**src/rtl/core/blec_pkg.sv**
```systemverilog
package blec_pkg;

    localparam int ProgDepth  = 4096;
    localparam int CellDepth  = 4096;
    localparam int ConstDepth = 1024;
    localparam int LoopDepth  = 256;

    localparam int PW = $clog2(ProgDepth);
    localparam int CW = $clog2(CellDepth);
    localparam int KW = $clog2(ConstDepth);
    localparam int LW = $clog2(LoopDepth);

    localparam logic [15:0] EofCell = 16'hFFFF;

    typedef enum logic [2:0] {
        CMD_PROG  = 3'd0,
        CMD_NUM   = 3'd1,
        CMD_CHAR  = 3'd2,
        CMD_LOOP  = 3'd3,
        CMD_START = 3'd4,
        CMD_STEP  = 3'd5
    } t_cmd;

    typedef enum logic [3:0] {
        OP_END   = 4'd0,
        OP_UP    = 4'd1,
        OP_DOWN  = 4'd2,
        OP_INC   = 4'd3,
        OP_DEC   = 4'd4,
        OP_OUT   = 4'd5,
        OP_IN    = 4'd6,
        OP_FWD   = 4'd7,
        OP_BACK  = 4'd8,
        OP_NUM   = 4'd9,
        OP_CHAR  = 4'd10,
        OP_LHEAD = 4'd11,
        OP_LTAIL = 4'd12
    } t_op;

    typedef struct packed {
        logic [2:0]  cmd;
        logic [11:0] index;
        logic [3:0]  opcode;
        logic [11:0] operand;
        logic [15:0] value;
        logic [11:0] location;
        logic [7:0]  in_byte;
        logic        in_eof;
    } t_req;

    typedef struct packed {
        logic        out_valid;
        logic [7:0]  out_byte;
        logic        input_taken;
        logic        halted;
        logic        failed;
        logic [11:0] program_counter;
    } t_rsp;

    // cell store access from the sequencer
    typedef struct packed {
        logic          rd;
        logic [CW-1:0] raddr;
        logic          wr;
        logic [CW-1:0] waddr;
        logic [15:0]   wdata;
    } t_cell_cmd;

endpackage

```
**src/rtl/core/blec_seq.sv**
```systemverilog
module blec_seq (
    input  logic                   i_clk,
    input  logic                   i_rst_n,
    input  logic                   i_valid,
    output logic                   o_stall,
    input  blec_pkg::t_req         i_req,
    output logic                   o_valid,
    input  logic                   i_stall,
    output blec_pkg::t_rsp         o_rsp,
    output logic                   o_prog_we,
    output logic [blec_pkg::PW-1:0] o_prog_addr,
    output logic                   o_prog_re,
    input  logic [15:0]            i_prog_rdata,
    output logic                   o_num_we,
    output logic                   o_num_re,
    output logic [blec_pkg::KW-1:0] o_num_addr,
    input  logic [15:0]            i_num_rdata,
    output logic                   o_chr_we,
    output logic                   o_chr_re,
    output logic [blec_pkg::KW-1:0] o_chr_addr,
    input  logic [7:0]             i_chr_rdata,
    output logic                   o_loop_we,
    output logic                   o_loop_re,
    output logic [blec_pkg::LW-1:0] o_loop_addr,
    input  logic [27:0]            i_loop_rdata,
    output blec_pkg::t_cell_cmd    o_cell,
    input  logic [15:0]            i_cell_rdata
);

    localparam int PW = blec_pkg::PW;
    localparam int CW = blec_pkg::CW;
    localparam int KW = blec_pkg::KW;
    localparam int LW = blec_pkg::LW;

    typedef enum logic [2:0] {
        S_IDLE,
        S_CLEAR,
        S_FETCH,
        S_CELL,
        S_EXEC,
        S_RESP
    } t_state;

    t_state          r_state, n_state;
    blec_pkg::t_req  r_req, n_req;
    blec_pkg::t_rsp  r_rsp, n_rsp;
    logic            r_ovalid, n_ovalid;
    logic [PW-1:0]   r_pc, n_pc;
    logic [CW-1:0]   r_ptr, n_ptr;
    logic [KW-1:0]   r_npos, n_npos;
    logic [KW-1:0]   r_cpos, n_cpos;
    logic [LW-1:0]   r_lpos, n_lpos;
    logic            r_halted, n_halted;
    logic            r_failed, n_failed;
    logic [CW-1:0]   r_clr, n_clr;
    logic [15:0]     r_word, n_word;
    logic [CW-1:0]   r_caddr, n_caddr;
    logic            r_locbad, n_locbad;

    logic [3:0]      w_op;
    logic [11:0]     w_arg;
    logic [PW:0]     w_next;
    logic [11:0]     w_loc;
    logic [15:0]     w_lim;
    logic            w_acc;

    // a held response keeps the request side closed
    assign w_acc   = i_valid && !o_stall;
    assign o_stall = (r_state != S_IDLE) || (r_ovalid && i_stall);
    assign o_valid = r_ovalid;
    assign o_rsp   = r_rsp;

    assign w_op  = r_word[15:12];
    assign w_arg = r_word[11:0];
    assign w_loc = i_loop_rdata[27:16];
    assign w_lim = i_loop_rdata[15:0];

    // table addressing: loads use the index, runs use the positions
    always_comb begin
        o_prog_we   = w_acc && i_req.cmd == blec_pkg::CMD_PROG
                      && {4'd0, i_req.index} < 16'(blec_pkg::ProgDepth);
        o_num_we    = w_acc && i_req.cmd == blec_pkg::CMD_NUM
                      && {4'd0, i_req.index} < 16'(blec_pkg::ConstDepth);
        o_chr_we    = w_acc && i_req.cmd == blec_pkg::CMD_CHAR
                      && {4'd0, i_req.index} < 16'(blec_pkg::ConstDepth);
        o_loop_we   = w_acc && i_req.cmd == blec_pkg::CMD_LOOP
                      && {4'd0, i_req.index} < 16'(blec_pkg::LoopDepth);
        o_prog_re   = w_acc && i_req.cmd == blec_pkg::CMD_STEP && !r_halted;
        o_num_re    = o_prog_re;
        o_chr_re    = o_prog_re;
        o_loop_re   = o_prog_re;
        o_prog_addr = w_acc && i_req.cmd == blec_pkg::CMD_STEP ? r_pc : PW'(i_req.index);
        o_num_addr  = w_acc && i_req.cmd == blec_pkg::CMD_STEP ? r_npos : KW'(i_req.index);
        o_chr_addr  = w_acc && i_req.cmd == blec_pkg::CMD_STEP ? r_cpos : KW'(i_req.index);
        o_loop_addr = w_acc && i_req.cmd == blec_pkg::CMD_STEP ? r_lpos : LW'(i_req.index);
    end

    // sequencer: fetch word, read cell, modify and write back
    always_comb begin
        n_state  = r_state;
        n_req    = r_req;
        n_rsp    = r_rsp;
        n_ovalid = r_ovalid;
        n_pc     = r_pc;
        n_ptr    = r_ptr;
        n_npos   = r_npos;
        n_cpos   = r_cpos;
        n_lpos   = r_lpos;
        n_halted = r_halted;
        n_failed = r_failed;
        n_clr    = r_clr;
        n_word   = r_word;
        n_caddr  = r_caddr;
        n_locbad = r_locbad;
        o_cell   = '0;
        w_next   = {1'b0, r_pc} + 1'b1;
        if (r_ovalid && !i_stall) begin
            n_ovalid = 1'b0;
        end
        case (r_state)
            S_IDLE: begin
                if (w_acc) begin
                    n_req = i_req;
                    case (i_req.cmd)
                        blec_pkg::CMD_START: begin
                            n_clr   = '0;
                            n_state = S_CLEAR;
                        end
                        blec_pkg::CMD_STEP: begin
                            n_state = r_halted ? S_RESP : S_FETCH;
                        end
                        default: begin
                            n_state = S_RESP;
                        end
                    endcase
                    n_rsp = '0;
                end
            end
            S_CLEAR: begin
                o_cell.wr    = 1'b1;
                o_cell.waddr = r_clr;
                o_cell.wdata = '0;
                n_clr        = r_clr + 1'b1;
                if (r_clr == CW'(blec_pkg::CellDepth - 1)) begin
                    n_pc     = '0;
                    n_ptr    = '0;
                    n_npos   = '0;
                    n_cpos   = '0;
                    n_lpos   = '0;
                    n_halted = 1'b0;
                    n_failed = 1'b0;
                    n_state  = S_RESP;
                end
            end
            S_FETCH: begin
                n_word = i_prog_rdata;
                if (i_prog_rdata[15:12] == blec_pkg::OP_LHEAD
                        || i_prog_rdata[15:12] == blec_pkg::OP_LTAIL) begin
                    n_caddr  = CW'(w_loc);
                    n_locbad = {4'd0, w_loc} >= 16'(blec_pkg::CellDepth);
                end else begin
                    n_caddr  = r_ptr;
                    n_locbad = 1'b0;
                end
                n_state = S_CELL;
            end
            S_CELL: begin
                o_cell.rd    = 1'b1;
                o_cell.raddr = r_caddr;
                n_state      = S_EXEC;
            end
            S_EXEC: begin
                n_state = S_RESP;
                o_cell.waddr = r_caddr;
                case (w_op)
                    blec_pkg::OP_END: begin
                        n_halted = 1'b1;
                        n_failed = 1'b0;
                        w_next   = {1'b0, r_pc};
                    end
                    blec_pkg::OP_UP: begin
                        if ({1'b0, r_ptr} + 1'b1 >= (CW+1)'(blec_pkg::CellDepth)) begin
                            n_halted = 1'b1;
                            n_failed = 1'b1;
                        end else begin
                            n_ptr = r_ptr + 1'b1;
                        end
                    end
                    blec_pkg::OP_DOWN: begin
                        if (r_ptr == '0) begin
                            n_halted = 1'b1;
                            n_failed = 1'b1;
                        end else begin
                            n_ptr = r_ptr - 1'b1;
                        end
                    end
                    blec_pkg::OP_INC: begin
                        o_cell.wr    = 1'b1;
                        o_cell.wdata = i_cell_rdata + 1'b1;
                    end
                    blec_pkg::OP_DEC: begin
                        o_cell.wr    = 1'b1;
                        o_cell.wdata = i_cell_rdata - 1'b1;
                    end
                    blec_pkg::OP_OUT: begin
                        n_rsp.out_valid = 1'b1;
                        n_rsp.out_byte  = i_cell_rdata[7:0];
                    end
                    blec_pkg::OP_IN: begin
                        o_cell.wr = 1'b1;
                        if (r_req.in_eof) begin
                            o_cell.wdata = blec_pkg::EofCell;
                        end else begin
                            o_cell.wdata      = {8'd0, r_req.in_byte};
                            n_rsp.input_taken = 1'b1;
                        end
                    end
                    blec_pkg::OP_FWD: begin
                        if (i_cell_rdata == '0) begin
                            w_next = (PW+1)'(w_arg) + 1'b1;
                        end
                    end
                    blec_pkg::OP_BACK: begin
                        if (i_cell_rdata != '0) begin
                            w_next = (PW+1)'(w_arg) + 1'b1;
                        end
                    end
                    blec_pkg::OP_NUM: begin
                        o_cell.wr    = 1'b1;
                        o_cell.wdata = i_num_rdata;
                        n_npos = ({1'b0, r_npos} + 1'b1 >= (KW+1)'(blec_pkg::ConstDepth))
                                 ? '0 : r_npos + 1'b1;
                    end
                    blec_pkg::OP_CHAR: begin
                        o_cell.wr    = 1'b1;
                        o_cell.wdata = {8'd0, i_chr_rdata};
                        n_cpos = ({1'b0, r_cpos} + 1'b1 >= (KW+1)'(blec_pkg::ConstDepth))
                                 ? '0 : r_cpos + 1'b1;
                    end
                    blec_pkg::OP_LHEAD, blec_pkg::OP_LTAIL: begin
                        if (r_locbad) begin
                            n_halted = 1'b1;
                            n_failed = 1'b1;
                            w_next   = {1'b0, r_pc};
                        end else if (i_cell_rdata < w_lim) begin
                            o_cell.wr    = 1'b1;
                            o_cell.wdata = i_cell_rdata + 1'b1;
                            if (w_op == blec_pkg::OP_LTAIL) begin
                                w_next = (PW+1)'(w_arg) + 1'b1;
                            end
                        end else if (w_op == blec_pkg::OP_LTAIL) begin
                            n_lpos = ({1'b0, r_lpos} + 1'b1
                                      >= (LW+1)'(blec_pkg::LoopDepth))
                                     ? '0 : r_lpos + 1'b1;
                        end
                    end
                    default: begin
                        n_halted = 1'b1;
                        n_failed = 1'b1;
                        w_next   = {1'b0, r_pc};
                    end
                endcase
                // next address past the program fails in place
                if (w_next >= (PW+1)'(blec_pkg::ProgDepth)) begin
                    n_halted = 1'b1;
                    n_failed = 1'b1;
                end else begin
                    n_pc = w_next[PW-1:0];
                end
            end
            S_RESP: begin
                if (!r_ovalid || !i_stall) begin
                    n_ovalid              = 1'b1;
                    n_rsp.halted          = r_halted;
                    n_rsp.failed          = r_failed;
                    n_rsp.program_counter = 12'(r_pc);
                    n_state               = S_IDLE;
                end
            end
            default: n_state = S_IDLE;
        endcase
    end

    always_ff @(posedge i_clk) begin
        if (!i_rst_n) begin
            r_state  <= S_IDLE;
            r_ovalid <= 1'b0;
            r_pc     <= '0;
            r_ptr    <= '0;
            r_npos   <= '0;
            r_cpos   <= '0;
            r_lpos   <= '0;
            r_halted <= 1'b1;
            r_failed <= 1'b0;
        end else begin
            r_state  <= n_state;
            r_ovalid <= n_ovalid;
            r_pc     <= n_pc;
            r_ptr    <= n_ptr;
            r_npos   <= n_npos;
            r_cpos   <= n_cpos;
            r_lpos   <= n_lpos;
            r_halted <= n_halted;
            r_failed <= n_failed;
        end
        r_req    <= n_req;
        r_rsp    <= n_rsp;
        r_clr    <= n_clr;
        r_word   <= n_word;
        r_caddr  <= n_caddr;
        r_locbad <= n_locbad;
    end

endmodule

```
**config.mk**
```make
export PLATFORM = sky130hd
export DESIGN_NAME = blec_seq
export DESIGN_NICKNAME = d
export VERILOG_FILES = /design/src/rtl/core/blec_pkg.sv /design/src/rtl/core/blec_seq.sv
export SDC_FILE = /design/constraint.sdc
export NUM_CORES = 1
export LEC_CHECK = 0
export ABC_CLOCK_PERIOD_IN_PS = 4100
export BUFFER_PORTS_ARGS = -buffer_cell sky130_fd_sc_hd__buf_2
export CORE_MARGIN = 2
export CORE_UTILIZATION = 53
export DETAILED_ROUTE_END_ITERATION = 8
export HOLD_SLACK_MARGIN = 0.1
export PLACE_DENSITY_LB_ADDON = 0.3
export SYNTH_ARGS = -nofsm -noshare
export SYNTH_HDL_FRONTEND = slang
export SYNTH_SLANG_ARGS = --single-unit
```
**constraint.sdc**
```tcl
create_clock -name i_clk -period 4.1 [get_ports i_clk]
set_input_delay 0.205 -clock i_clk [delete_from_list [all_inputs] [get_ports i_clk]]
set_output_delay 0.205 -clock i_clk [all_outputs]
set_load 0.005 [all_outputs]
```
## Word level (Yosys, flattened, before mapping)

Index checks and enable logic that the tools add are counted.

| word-level totals | value |
|---|---|
| register bits after elaboration | 131 |
| bits of input ports | 156 |
| output and inout bits | 116 |

| cells by class | value |
|---|---|
| muxes and demuxes | 66 |
| reduce and logical (&&, ||, !) cells | 47 |
| eq/ne operators | 45 |
| $add $sub $neg | 14 |
| magnitude comparators | 8 |

Operators by type and width:

| kind | count |
|---|---|
| 12-bit two-way mux | 8 |
| 12-bit case mux with 2 select lines | 4 |
| 16-bit case mux with 6 select lines | 1 |
| 13-bit two-way mux | 6 |
| 10-bit two-way mux | 7 |
| 10-bit case mux with 2 select lines | 3 |
| 29-bit case mux with 2 select lines | 1 |
| 13-bit case mux with 4 select lines | 1 |
| 8-bit two-way mux | 6 |
| 12-bit by 1-bit adder with 13-bit output, second input constant | 3 |
| 16-bit two-way mux | 2 |
| 4-bit == test, second input constant | 7 |
| 14-bit case mux with 2 select lines | 1 |
| 13-bit >= comparator, second input constant | 2 |
| 12-bit by 1-bit adder with 12-bit output, second input constant | 2 |
| 24-bit two-way mux | 1 |
| 10-bit by 1-bit adder with 11-bit output, second input constant | 2 |
| 11-bit >= comparator, second input constant | 2 |
| 3-bit AND reduction | 7 |
| 10-bit by 1-bit adder with 10-bit output, second input constant | 2 |
| 3-bit case mux with 6 select lines | 1 |
| 16-bit by 1-bit adder with 16-bit output, second input constant | 1 |
| 4-bit by 3-bit == test with 1-bit output, second input constant | 4 |
| 16-bit logical NOT | 1 |
| 45 further kinds | 105 |

## Longest topological paths before layout

| depth | value |
|---|---|
| word-level depth | 8 |
| mapped depth | 12 |
| mapped depth without buffers | 11 |

## Worst setup path before layout

Ideal clock, no wire load.

| timing | value |
|---|---|
| path kind | reg-to-reg |
| start point | register r_word[15] |
| end point | register r_ptr[10] |
| slack | 582 ps |
| stages on the path, launching flop included | 12 |
| arrival time | 3,390 ps |
| data required time | 3,972 ps |
| cells stage by stage | edfxtp_1 -> clkbuf_1 -> nor3_1 -> ha_1 -> a21o_1 -> a21oi_1 -> o21bai_1 -> a2111oi_0 -> o31ai_1 -> xor2_1 -> a22oi_1 -> nor2_1 |

| between the ends | value |
|---|---|
| word-level cells in the longest chain between the ends | 3 |

RTL lines:

| item | RTL line | source |
|---|---|---|
| start, declared | blec_seq.sv:56 | `logic [15:0] r_word, n_word;` |
| start signal, assigned | blec_seq.sv:309 | `r_word <= n_word;` |
| 4-bit by 2-bit == test with 1-bit output or 4-bit by 1-bit == test with 1-bit output (tied branches) | blec_seq.sv:175 | `case (w_op)` |
| 12-bit case mux with 2 select lines (tied with other cells) | blec_seq.sv:175 |  |
| 12-bit case mux with 2 select lines or 5-bit AND reduction (tied branches) | n/a |  |
| end signal, assigned | blec_seq.sv:299 | `r_ptr <= n_ptr;` |
| end, declared | blec_seq.sv:49 | `logic [CW-1:0] r_ptr, n_ptr;` |

Several ways; a longest one is shown, not always the timed one.
A chain may end at the register's enable or synchronous reset.

==> impl_metrics.toml <==
[outcome]
status = "finished, final reports clean"

[worst_hold_path]
worstHoldStart = "i_cell_rdata[5]"
hp-class = "primary input to flip-flop"
worstHoldEndpoint = "o_rsp[20]$_SDFFCE_PN0P_"
holdPathStages = 2

[finish]
drive_gt1_share_pct = 23.50
postLayoutCoreUtil_pct = 67.94
final_common_cell = "buf_2"
final_cell_area_sq_mm = 0.01119
area_growth_syn_to_layout_pct = 26.11
final_cell_mix = "buf_2 (227), nand2_1 (107), nor2_1 (101), o21ai_0 (77), edfxtp_1 (73)"
nets = 1476
diodes = 0
n_fill_cell = 1360

[placement]
preCtsSetupSlack_ns = 0.7689
placed_area_sq_mm = 0.01016
dp_hpwl_microns = 18910
port-buffer-count = 227
place_congestion = 0.9288

[detailed_routing]
ant_nets = 0
drt_pass1_iterations = 6
drc = 0
wl_per_cell_microns = 17.19
routed_wl_microns = 26100
vias_per_cell = 5.833
drt-initial-drc-count = 686
vias = 8854

[synth]
avgSynthCellArea_sq_um = 8.554
synth_ff_type = "edfxtp_1"
seq_area_frac_synth_pct = 37.80
synth-seq-cells = 131
ys_warn_count = 0
netlist_area_sq_mm = 0.008871
ys_types = 81
synth-async-reset-ratio_pct = 0
synthCells = 1037
synth_nets = 1228
synth_edf_count = 73

[cts]
cts.path.max_buffers = 2
cts_resized = 0
cts-root-buf = "clkbuf_16"
cts_buffers = 17
clock_latency_ns = 0.43
cts_setup_buffers = 0
htree_num_levels = 4
cts.sinks = 131
holdBufCountCts = 39
clkSlewWorstSetupHoldPaths_ns = 0.06
cts_tree = "yes"

[sta]
hold_viol = 0
rsz0062_at_grt = "false"
worstMarginPinSlew_ns = 1.204
post-route-period-util_pct = 85.64
tns_ns = 0
setup_slack_ns = 0.5887
drv_slew = 0
setup_viol = 0
clock_skew_ns = 0.01049
fmax_ghz = 0.2848
relSlewSlack_pct = 19.75
period_needed_ns = 3.511

[die]
rows = 47
initial_core_util_pct = 53.88
fp.dieW_microns = 133.4
core_sq_mm = 0.01647
die_h_microns = 133.4
die_area_sq_mm = 0.01779
ios = 272

[worst_setup_path]
crit_slowest_cell = "dfxtp_1"
crit_type = "flip-flop to primary output"
cpPeakStageDelay_ns = 0.55
crit_arrival_ns = 3.31
critPathCaptureType = "primary output"
crit_chain = "nand2_1 > inv_1 > buf_4 > nand3_1 > nor3_1 > buf_2"
critical_path_required_ns = 3.89
r2r-start = "r_word[13]$_DFFE_PP_"
reg2reg_depth = 12
crit_path_start_kind = "flip-flop"
r2r-end = "r_ptr[10]$_SDFFE_PN0P_"
r2r_setup_slack_ns = 0.85
path_max_fanout = 20

[power]
ir_drop_uv = 316.0
netSwitchingPower_mw = 0.9463
pwr-share-clk_pct = 44.5
powerDensity_mw_per_mm2 = 322.4
pwr-share-seq_pct = 41.4
power_frac_comb_pct = 14.1
p_leak_nw = 4.564
power.total_mw = 3.606
sw_frac_of_total_pct = 26.24
p_int_mw = 2.660

[run]
maxCapViolations = 0

[grt]
grt.overflow.total = 0
grt_max_degree = 26
grt_usage_pct = 29.30
antenna_found_initial = 0
grt_pass1_wl_microns = 41820
grt_pass1_vias = 8523
==> power by group through the flow <==
stage | clock network [mW] | logic (mW) | registers (mW)
floorplan | 0 | 0.270 | 1.51
global placement | 0 | 0.461 | 1.52
detailed placement | 0 | 0.471 | 1.52
CTS | 1.62 | 0.502 | 1.49
global route | 1.67 | 0.558 | 1.50
finish | 1.60 | 0.507 | 1.49
==> final cells by class <==
type	instances	area, sq um	area share, %
multi-input cells	783	5024	44.91
flip-flops and latches	131	3353	29.97
repair buffers	280	1632	14.58
clock buffers	22	530.5	4.742
well taps	220	275.3	2.461
inverters	72	270.3	2.416
clock inverters	10	102.6	0.9171
==> how the worst max path moves through the flow <==
stage / startpoint / slack [ns] / to / cells after the start
floorplan: r_word[15]$_DFFE_PP_ / 0.58 / r_ptr[10]$_SDFFE_PN0P_ / 11
global placement: i_cell_rdata[7] / 0.79 / o_cell[6] / 11
detailed placement: i_cell_rdata[7] / 0.77 / o_cell[6] / 11
CTS: r_state[0]$_SDFFE_PN0P_ / 0.71 / o_cell[6] / 7
global route: r_state[0]$_SDFFE_PN0P_ / 0.35 / o_cell[6] / 7
finish: r_state[2]$_SDFFE_PN0P_ / 0.59 / o_cell[6] / 6
==> cells by family after synthesis <==
| group | share of synthesized area [%] |
|---|---|
| multiplexers | 1.876 |
| XOR/XNOR | 7.504 |
| adder cells (fa/ha/maj) | 5.021 |
| AND/OR/NAND/NOR | 22.79 |
| buffers and inverters | 5.642 |
| flip-flops | 37.80 |
| AO/OA/AOI/OAI | 19.37 |
==> metal layers <==
metal | GRT usage (%) | routed length, microns
met1 | 36.62 | 10800
met2 | 50.54 | 12890
met3 | 4.604 | 1686
met4 | 12.23 | 720
met5 | 0 | 0
==> state kept, by name, indices dropped and copies added (netlist names), 3 cells and up <==
name	count
r_lpos	8
r_req	9
r_ptr	12
r_word	16
r_caddr	12
r_npos	10
r_clr	12
r_state	3
r_cpos	10
o_rsp	24
r_pc	12
==> stage by stage <==
step / hold WS (ns) / cells
floorplan: 0.3039 / 1037
global placement: 0.3824 / 1447
detailed placement: 0.3831 / 1447
CTS: 0.2194 / 1518
global route: 0.2513 / 1518
finish: 0.2311 / 1518
==> synthesized netlist by cell type (12+ instances only) <==
| cell type | instances | area (sq um) |
|---|---|---|
| nand3_1 | 48 | 240.2 |
| nand2_1 | 107 | 401.6 |
| a22o_1 | 12 | 105.1 |
| nand4_1 | 25 | 156.4 |
| inv_1 | 71 | 266.5 |
| xor2_1 | 30 | 262.8 |
| edfxtp_1 | 73 | 2192 |
| clkbuf_1 | 34 | 127.6 |
| mux2_2 | 13 | 146.4 |
| dfxtp_1 | 58 | 1161 |
| a221oi_1 | 12 | 105.1 |
| nor3_1 | 20 | 100.1 |
| nor2_1 | 101 | 379.1 |
| ha_1 | 34 | 425.4 |
| and2_1 | 41 | 256.5 |
| o21ai_0 | 77 | 385.4 |
| a21oi_1 | 50 | 250.2 |
| xnor2_1 | 46 | 402.9 |
| a22oi_1 | 12 | 90.09 |
==> critical path, delay by kind of cell (launching register included) <==
kind	cells	cell delay [ns]
buf+inv	3	0.83
flops	1	0.55
simple gates	3	1.48
Power figures use the tool's default switching activity.
